### config.mk
export PLATFORM = sky130hd
export DESIGN_NAME = days_to_calendar_date_flat
export DESIGN_NICKNAME = d
export VERILOG_FILES = /design/src/rtl/d2cd_pkg.sv /design/src/rtl/d2cd_day_if.sv /design/src/rtl/d2cd_date_if.sv /design/src/rtl/d2cd_sub.sv /design/src/rtl/days_to_calendar_date.sv /design/src/flat_wrapper.sv
export SDC_FILE = /design/constraint.sdc
export NUM_CORES = 1
export LEC_CHECK = 0
export ABC_AREA = 1
export BUFFER_PORTS_ARGS = -buffer_cell sky130_fd_sc_hd__buf_2
export CORE_ASPECT_RATIO = 1.4
export CORE_UTILIZATION = 44
export DETAILED_ROUTE_END_ITERATION = 8
export HOLD_SLACK_MARGIN = 0.06
export PLACE_DENSITY_LB_ADDON = 0.08
export SLEW_MARGIN = 30
export SYNTH_ARGS = -nofsm -noshare
export SYNTH_HDL_FRONTEND = slang
export SYNTH_SLANG_ARGS = --single-unit
### constraint.sdc
create_clock -name clk -period 8.9 [get_ports clk]
set_input_delay 2.67 -clock clk [delete_from_list [all_inputs] [get_ports clk]]
set_output_delay 2.67 -clock clk [all_outputs]
set_load 0.02 [all_outputs]
### src/rtl/d2cd_pkg.sv
`default_nettype none

package d2cd_pkg;

  localparam logic [11:0] EPOCH_YEAR        = 12'd1980;
  // only century year in 1980..2159 that is not a leap year
  localparam logic [11:0] CENTURY_NON_LEAP  = 12'd2100;
  localparam logic [8:0]  YEAR_LEN_NORMAL   = 9'd365;
  localparam logic [8:0]  YEAR_LEN_LEAP     = 9'd366;
  localparam logic [3:0]  LAST_MONTH_IDX    = 4'd11;
  localparam logic [3:0]  WEEK_LEN          = 4'd7;

  // result of the shared compare/subtract unit
  typedef struct packed {
    logic        gt;
    logic [15:0] diff;
  } d2cd_sub_t;

  // leap rule, valid for the years this block can reach
  function automatic logic is_leap(input logic [11:0] y);
    return (y[1:0] == 2'd0) && (y != CENTURY_NON_LEAP);
  endfunction

  function automatic logic [8:0] year_len(input logic leap);
    return leap ? YEAR_LEN_LEAP : YEAR_LEN_NORMAL;
  endfunction

  // month length table, index 0 is January
  function automatic logic [4:0] month_len(input logic [3:0] idx, input logic leap);
    logic [4:0] len;
    unique case (idx)
      4'd1:                     len = leap ? 5'd29 : 5'd28;
      4'd3, 4'd5, 4'd8, 4'd10:  len = 5'd30;
      default:                  len = 5'd31;
    endcase
    return len;
  endfunction

  // (count + 1) mod 7 by folding octal digits, since 8 mod 7 is 1
  function automatic logic [2:0] weekday_of(input logic [15:0] count);
    logic [16:0] v;
    logic [5:0]  s;
    logic [3:0]  f;
    logic [3:0]  r;
    v = {1'b0, count} + 17'd1;
    s = {3'b0, v[2:0]} + {3'b0, v[5:3]} + {3'b0, v[8:6]} + {3'b0, v[11:9]}
      + {3'b0, v[14:12]} + {4'b0, v[16:15]};
    f = {1'b0, s[5:3]} + {1'b0, s[2:0]};
    r = (f >= WEEK_LEN) ? (f - WEEK_LEN) : f;
    return r[2:0];
  endfunction

endpackage

`default_nettype wire

### src/rtl/d2cd_day_if.sv
`default_nettype none

interface d2cd_day_if;
  logic        valid;
  logic        ready;
  logic [15:0] day_count;

  modport source (output valid, output day_count, input ready);
  modport sink   (input valid, input day_count, output ready);
endinterface

`default_nettype wire

### src/rtl/d2cd_date_if.sv
`default_nettype none

interface d2cd_date_if;
  logic        valid;
  logic        ready;
  logic [11:0] year_number;
  logic [8:0]  day_in_year;
  logic [3:0]  month_number;
  logic [4:0]  day_in_month;
  logic [2:0]  weekday;

  modport source (
    output valid, output year_number, output day_in_year,
    output month_number, output day_in_month, output weekday, input ready
  );
  modport sink (
    input valid, input year_number, input day_in_year,
    input month_number, input day_in_month, input weekday, output ready
  );
endinterface

`default_nettype wire

### src/rtl/d2cd_sub.sv
`default_nettype none

module d2cd_sub
  import d2cd_pkg::*;
(
  input  wire logic [15:0] a,
  input  wire logic [8:0]  b,
  output d2cd_sub_t        res
);

  logic [16:0] wide;

  // a - b with borrow; gt means a is strictly above b
  assign wide     = {1'b0, a} - {8'b0, b};
  assign res.diff = wide[15:0];
  assign res.gt   = !wide[16] && (wide[15:0] != 16'd0);

endmodule

`default_nettype wire

### src/rtl/days_to_calendar_date.sv
// Day count to calendar date converter.
// Input channel days carries day_count, where 1 is January 1, 1980; the
// output channel date carries year, day of year, month, day of month and
// weekday (0 is Sunday). Both channels use a valid/ready transfer.
// One item is converted at a time. After an input transfer a sequencer
// drives a single compare/subtract unit: it takes away whole years one by
// one until a final compare finds the rest below a year, then months the
// same way; the output register loads in that final month step if it is
// free, else the sequencer waits in a hold state until it is. days.ready
// rises with date.valid, so the next item is taken once the result loads.
// days.ready is high only while the sequencer is idle.
// The output register holds a finished result until the receiver takes it;
// while the receiver stalls, the next conversion runs and then waits with
// its result until the register frees up.
// Reset (synchronous, rst) returns the sequencer to idle and drops
// date.valid; the block keeps no other state between items.
// A day_count of 0 gives 1980, day 0 of month 1, weekday 1.
`default_nettype none

module days_to_calendar_date
  import d2cd_pkg::*;
(
  input  wire logic   clk,
  input  wire logic   rst,
  d2cd_day_if.sink    days,
  d2cd_date_if.source date
);

  localparam logic [1:0] ST_IDLE  = 2'd0;
  localparam logic [1:0] ST_YEAR  = 2'd1;
  localparam logic [1:0] ST_MONTH = 2'd2;
  localparam logic [1:0] ST_HOLD  = 2'd3;

  logic [1:0]  state;
  logic [15:0] remain;
  logic [11:0] year;
  logic [8:0]  doy;
  logic [3:0]  month;
  logic [2:0]  wday;
  logic        leap;

  logic        out_valid;
  logic [11:0] out_year;
  logic [8:0]  out_doy;
  logic [3:0]  out_month;
  logic [4:0]  out_dom;
  logic [2:0]  out_wday;

  logic [8:0]  operand;
  d2cd_sub_t   step;
  logic        in_xfer;
  logic        out_free;
  logic        month_done;
  logic        load_out;

  // shared compare/subtract unit
  assign operand = (state == ST_YEAR) ? year_len(is_leap(year))
                                      : {4'b0, month_len(month, leap)};

  d2cd_sub u_sub (
    .a   (remain),
    .b   (operand),
    .res (step)
  );

  assign days.ready = (state == ST_IDLE);
  assign in_xfer    = days.valid && days.ready;
  assign out_free   = !out_valid || date.ready;
  assign month_done = (state == ST_MONTH) && !((month != LAST_MONTH_IDX) && step.gt);
  assign load_out   = (month_done || (state == ST_HOLD)) && out_free;

  // sequencer
  always_ff @(posedge clk) begin
    if (rst) begin
      state <= ST_IDLE;
    end else begin
      unique case (state)
        ST_IDLE: begin
          if (in_xfer) begin
            state <= ST_YEAR;
          end
        end
        ST_YEAR: begin
          if (!step.gt) begin
            state <= ST_MONTH;
          end
        end
        ST_MONTH: begin
          if (month_done) begin
            state <= load_out ? ST_IDLE : ST_HOLD;
          end
        end
        ST_HOLD: begin
          if (load_out) begin
            state <= ST_IDLE;
          end
        end
        default: state <= ST_IDLE;
      endcase
    end
  end

  // working registers
  always_ff @(posedge clk) begin
    if (in_xfer) begin
      remain <= days.day_count;
      year   <= EPOCH_YEAR;
      wday   <= weekday_of(days.day_count);
    end else if (state == ST_YEAR) begin
      if (step.gt) begin
        remain <= step.diff;
        year   <= year + 12'd1;
      end else begin
        doy   <= remain[8:0];
        leap  <= is_leap(year);
        month <= 4'd0;
      end
    end else if ((state == ST_MONTH) && !month_done) begin
      remain <= step.diff;
      month  <= month + 4'd1;
    end
  end

  // output register
  always_ff @(posedge clk) begin
    if (rst) begin
      out_valid <= 1'b0;
    end else if (load_out) begin
      out_valid <= 1'b1;
    end else if (date.ready) begin
      out_valid <= 1'b0;
    end
  end

  always_ff @(posedge clk) begin
    if (load_out) begin
      out_year  <= year;
      out_doy   <= doy;
      out_month <= month + 4'd1;
      out_dom   <= remain[4:0];
      out_wday  <= wday;
    end
  end

  assign date.valid        = out_valid;
  assign date.year_number  = out_year;
  assign date.day_in_year  = out_doy;
  assign date.month_number = out_month;
  assign date.day_in_month = out_dom;
  assign date.weekday      = out_wday;

endmodule

`default_nettype wire

### src/flat_wrapper.sv
// flat-port wrapper written by rule: the top's interface ports become plain ports
module days_to_calendar_date_flat import d2cd_pkg::*;
  (clk, rst, days_valid, days_day_count, days_ready, date_valid, date_year_number, date_day_in_year, date_month_number, date_day_in_month, date_weekday, date_ready);
  d2cd_day_if days_i ();
  d2cd_date_if date_i ();
  input  wire logic clk;
  input  wire logic rst;
  input wire logic [$bits(days_i.valid)-1:0] days_valid;
  input wire logic [$bits(days_i.day_count)-1:0] days_day_count;
  output wire logic [$bits(days_i.ready)-1:0] days_ready;
  output wire logic [$bits(date_i.valid)-1:0] date_valid;
  output wire logic [$bits(date_i.year_number)-1:0] date_year_number;
  output wire logic [$bits(date_i.day_in_year)-1:0] date_day_in_year;
  output wire logic [$bits(date_i.month_number)-1:0] date_month_number;
  output wire logic [$bits(date_i.day_in_month)-1:0] date_day_in_month;
  output wire logic [$bits(date_i.weekday)-1:0] date_weekday;
  input wire logic [$bits(date_i.ready)-1:0] date_ready;
  assign days_i.valid = days_valid;
  assign days_i.day_count = days_day_count;
  assign days_ready = days_i.ready;
  assign date_valid = date_i.valid;
  assign date_year_number = date_i.year_number;
  assign date_day_in_year = date_i.day_in_year;
  assign date_month_number = date_i.month_number;
  assign date_day_in_month = date_i.day_in_month;
  assign date_weekday = date_i.weekday;
  assign date_i.ready = date_ready;
  days_to_calendar_date u_core (.clk(clk), .rst(rst), .days(days_i), .date(date_i));
endmodule
# Yosys cells after proc, flatten, opt, wreduce, memory -nomap -nowiden
# Index checks and enable logic that the tools add are counted.
[op_classes] addsub=11 magnitude_cmp=1 n_eq_ne=15 n_mux=20 n_bitwise=2 n_reduce_logical=25
[op_table] cell="$mux W16" count=4
[op_table] cell="$add A6 B3 Y6" count=3
[op_table] cell="$add A16 B1 Y17 const B" count=1
[op_table] cell="$sub A16 B9 Y17" count=1
[op_table] cell="$reduce_bool A16 Y1" count=1
[op_table] cell="$add A12 B1 Y12 const B" count=1
[op_table] cell="$mux W2" count=6
[op_table] cell="$mux W4" count=3
[op_table] cell="$ne A12 B12 Y1 const B" count=1
[op_table] cell="$pmux W5 S2" count=1
[op_table] cell="$mux W9" count=1
[op_table] cell="$add A3 B3 Y4" count=2
[op_table] cell="$eq A4 B4 Y1 const B" count=2
[op_table] cell="$pmux W2 S4" count=1
[op_table] cell="$logic_and A1 B1 Y1" count=7
[op_table] cell="$add A6 B2 Y6" count=1
[op_table] cell="$reduce_and A3 Y1" count=2
[op_table] cell="$add A4 B1 Y4 const B" count=1
[op_table] cell="$eq A2 B2 Y1 const B" count=2
[op_table] cell="$eq A4 B1 Y1 const B" count=1
[op_table] cell="$eq A4 B2 Y1 const B" count=1
[op_table] cell="$eq A4 B3 Y1 const B" count=1
[op_table] cell="$ge A4 B3 Y1 const B" count=1
[op_table] cell="$logic_not A1 Y1" count=4
[op_table] cell="16 further kinds" count=25
[word_totals] register_bits=81 inputBits=20 out_inout_bits=35 word_cells=87

# Longest topological paths before layout
[logic_depth] ltp_word=15 depth_mapped=29 ltp_nobuf=28

# Modules after synthesis
# From an unflattened synthesis, not the netlist that was laid out.
[unflattened] hier_cells=615 area_unflattened_um2=5017.3
[by_module_without_submodules] module="days_to_calendar_date" n_inst=1 cells_each=409 area_per_inst_um2=4042.6 seq_area_each_um2=2282.2
[by_module_without_submodules] module="d2cd_sub" n_inst=1 cells_each=206 area_per_inst_um2=974.7 seq_area_each_um2=0.0

# Worst setup path after synthesis
# OpenSTA, ideal clock, no wires.
[synth_timing] path_type="input to register" start="input days_day_count[0]" end="register u_core.wday[1] (data pin)" setup_time_ns=0.260 t_arrival_ns=6.907 required_ns=8.640 slack_ns=1.733 cell_stages=20 n_path_buf=0 cell_sequence="ha_1 nand3_1 nor3_1 nand3_1 nor3b_1 nand4_1 nor3_1 inv_1 fa_1 inv_1 fa_1 inv_1 fa_1 o221ai_1 xor2_1 fa_1 ha_1 nand2_1 nand2_1 mux2_2"
[synth_between] elab_chain_len=9 word_cells_on_any_way=10 cone_classes="8 x add/sub; 1 x order compare; 1 x mux"
[synth_rtl] element="start: declaration" line="flat_wrapper.sv:9" source="input wire logic [$bits(days_i.day_count)-1:0] days_day_count;"
[synth_rtl] element="$add A16 B1 Y17 *" line="d2cd_pkg.sv:45" source="v = {1'b0, count} + 17'd1;"
[synth_rtl] element="$add A3 B3 Y4" line="d2cd_pkg.sv:46" source="s = {3'b0, v[2:0]} + {3'b0, v[5:3]} + {3'b0, v[8:6]} + {3'b0, v[11:9]}"
[synth_rtl] element="$add A6 B3 Y6 (2 in series)" line="d2cd_pkg.sv:46"
[synth_rtl] element="$add A6 B3 Y6" line="d2cd_pkg.sv:47" source="+ {3'b0, v[14:12]} + {4'b0, v[16:15]};"
[synth_rtl] element="$add A6 B2 Y6 *" line="d2cd_pkg.sv:47"
[synth_rtl] element="$add A3 B3 Y4 *" line="d2cd_pkg.sv:48" source="f = {1'b0, s[5:3]} + {1'b0, s[2:0]};"
[synth_rtl] element="$ge A4 B3 Y1 / $sub A3 B3 Y3 (equally long branches)" line="d2cd_pkg.sv:49" source="r = (f >= WEEK_LEN) ? (f - WEEK_LEN) : f;"
[synth_rtl] element="$mux W3 *" line="d2cd_pkg.sv:49"
[synth_rtl] element="end signal: assignment" line="days_to_calendar_date.sv:108" source="wday <= weekday_of(days.day_count);"
[synth_rtl] element="end: declaration" line="days_to_calendar_date.sv:39" source="logic [2:0] wday;"
# Every way passes the cells marked *; elsewhere a longest branch is shown, timed or not.
# A chain may end at the register's enable or synchronous reset.

# Final worst setup path
# Ends and elaborated chain as after synthesis.

==> metrics <==
largest net degree at the start of global routing 34; chip width 89.4 um; row count 44; Synth area leader edfxtp_1; Worst Path Required 8.98 ns; nets@finish 642; First DRT Iteration DRCs 105; Post-Synth XOR/XNOR Area 5.21%; input/output buffers 54; sequential fraction of the synthesis area 48.5%; clock skew 0.00749 ns; status finished, final reports clean; CP Max Fanout 5; Synth Area per Inst 8.95 um^2; CTS tree built; adder-cell area share of the yosys netlist 10.8%; cts bufs inserted 9; Resized cells post-CTS 0; Tot Pwr 1.94 mW; Critical Path AT 7.41 ns; H-tree levels 3; clock-pin slew on the worst setup and hold paths 0.05 ns; post-synthesis compound-gate area fraction 6.14%; VDD IR-drop max 0.213 mV; Area Overhead vs Synth 15.3%; GRT Overall Usage 18.0%; GRT overflow 0; WL/cell 12.3 um; router iterations before antenna repair 6; clock root cell clkbuf_16; final setup fails 0; Sink Count 81; min cycle time layout 7.33 ns; commonest non-fill, non-tap cells in the layout nand2_1, inv_1, edfxtp_1, buf_2, nor2_1; vias in the first global route 3,381; # fillers 975; Syn Inst Count 526; DR DRC count 0; Setup Fix Bufs, Post-CTS 0; n_diodes 0; largest family of logic cells by synthesized area simple AND/OR/NAND/NOR gates; Final Hold Fails 0; # hold bufs at CTS 0; RSZ-0062 raised after global routing no; core area 0.0104 mm^2; Worst setup EP type register; Max Slew Vio Count 0; post-synthesis mux area share 0.239%; #FFs+latches synth 81; commonest non-fill, non-tap cell in the layout nand2_1; post-synth top area share 42.1%; first-pass GRT wire length 15,300 um; Synth cell types 33; Final period util 82.4%; Syn Nets 580; worst-margin pin slew 0.759 ns; DP Wirelength 6990 um; initial antenna violation count 0; vias 3,540; Min-Delay Path Class register to register; Synth Area in Simple Gates 21.9%; yosys warns 0; maximum clock frequency 136 MHz; vias per inst 4.84; Slew HR 49.4%; Routed WL 8990 um; share of cells above drive strength 1 13.8%; Die Ht 124 um; Syn Std Cell Area 0.00471 mm^2; synth top area cells edfxtp_1, nand2_1, inv_1, dfxtp_1, ha_1; leakage 2.43 nW; GPL Wtd Cong 0.842; max cap viols 0; setup TNS 0 ns; Worst setup SP type primary input; Final ANT Viol Nets 0; # IOs 55; Die Area 0.0111 mm^2; WS Path Type primary input to register; Initial Util 45.3%; Worst-Skew Late Latency 0.33 ns; CTS max path bufs 2; P per Cell Area 357 mW/mm^2
==> synth_stat cells <==
master      n
a211oi_1    1
a21boi_0    1
a21oi_1    15
a31oi_1     9
buf_4       1
buf_6       1
clkbuf_1    4
clkinv_2    1
dfxtp_1    15
edfxtp_1   66
fa_1       11
ha_1       23
inv_1      81
mux2_2      1
nand2_1   124
nand2_2     4
nand2_4     1
nand3_1    40
nand3_2     1
nand3b_1    2
nand4_1     5
nor2_1     53
nor2_2      1
nor3_1      8
nor3b_1     1
nor4_1      3
o211ai_1    3
o21ai_0    19
o21ai_2     1
o221ai_1    1
o31ai_1     1
xnor2_1     7
xor2_1     21
==> report_power, final <==
group	switching [mW]	leakage, nW	internal [mW]
Combinational	0.589	1.55	0.330
Sequential	0.0738	0.731	0.590
Clock	0.138	0.142	0.214
==> area by class of cell <==
class                      count  area (um^2)  area share [%]
clock inverter                 7         61.3            1.13
clock buffer                   9          225            4.15
multi-input combinational    357         2080            38.4
sequential                    81         2280            42.1
tap                          138          173            3.18
timing repair buffer          57          293            5.40
inverter                      82          309            5.70
==> metal layers <==
layer / GRT usage, % / part of all wire, % / wire [um]
met1: 22.3 / 43 / 3870
met2: 30.4 / 52 / 4650
met3: 3.84 / 3.8 / 343
met4: 6.26 / 1.5 / 136
met5: 0 / 0 / 0
==> state kept, by name, indices dropped and copies added, names as in the netlist <==
| signal | cells |
|---|---|
| u_core.remain | 16 |
| u_core.date.year_number | 12 |
| u_core.year | 12 |
| u_core.date.day_in_year | 9 |
| u_core.doy | 9 |
| u_core.date.day_in_month | 5 |
| u_core.date.month_number | 4 |
| u_core.month | 4 |
| u_core.date.weekday | 3 |
| u_core.wday | 3 |
| u_core.state | 2 |
| u_core.date.valid | 1 |
| u_core.leap | 1 |
==> final timing paths <==
kind / startpoint / end / slack (ns) / cells past startpoint
worst max-delay path: days_day_count[0] / u_core.wday[1] / 1.57 / 21
worst min-delay path: u_core.wday[2] / u_core.date.weekday[2] / 0.42 / 0
worst min register to register: u_core.wday[2] / u_core.date.weekday[2] / 0.42 / 0
worst max register to register: u_core.state[0] / u_core.remain[14] / 4.54 / 24
==> critical path: stages <==
cell and delay (ns):
buf_2 0.12, ha_1 0.19, nand3_1 0.12, nor3_1 0.24, nand3_1 0.16, nor3b_1 0.41
nand4_1 0.18, nor3_1 0.34, inv_1 0.11, fa_1 0.51, inv_1 0.05, fa_1 0.41
inv_1 0.08, fa_1 0.20, o221ai_1 0.15, xor2_1 0.19, fa_1 0.58, ha_1 0.20
nand2_1 0.07, nand2_1 0.10, mux2_2 0.33
==> stage by stage <==
stage / cells / setup WS [ns] / instance area [um^2] / utilization (%) / hold slack, ns
final: 731 / 1.57 / 5430 / 52.2 / 0.416
after global routing: 731 / 1.12 / 5430 / 52.2 / 0.424
after CTS: 731 / 1.53 / 5430 / 52.2 / 0.419
after detailed placement: 715 / 1.18 / 5140 / 49.4 / 0.405
after global placement: 715 / 1.31 / 5140 / 49.4 / 0.401
after floorplan: 526 / 1.73 / 4710 / - / 0.400
==> logic make-up after synthesis <==
| kind of cell | Yosys count |
|---|---|
| AND/OR/NAND/NOR | 243 |
| buffers and inverters | 88 |
| flip-flops | 81 |
| AO/OA/AOI/OAI | 51 |
| adder cells (fa/ha/maj) | 34 |
| XOR/XNOR | 28 |
| multiplexers | 1 |
Note: power is estimated with default switching activity, not from simulation.
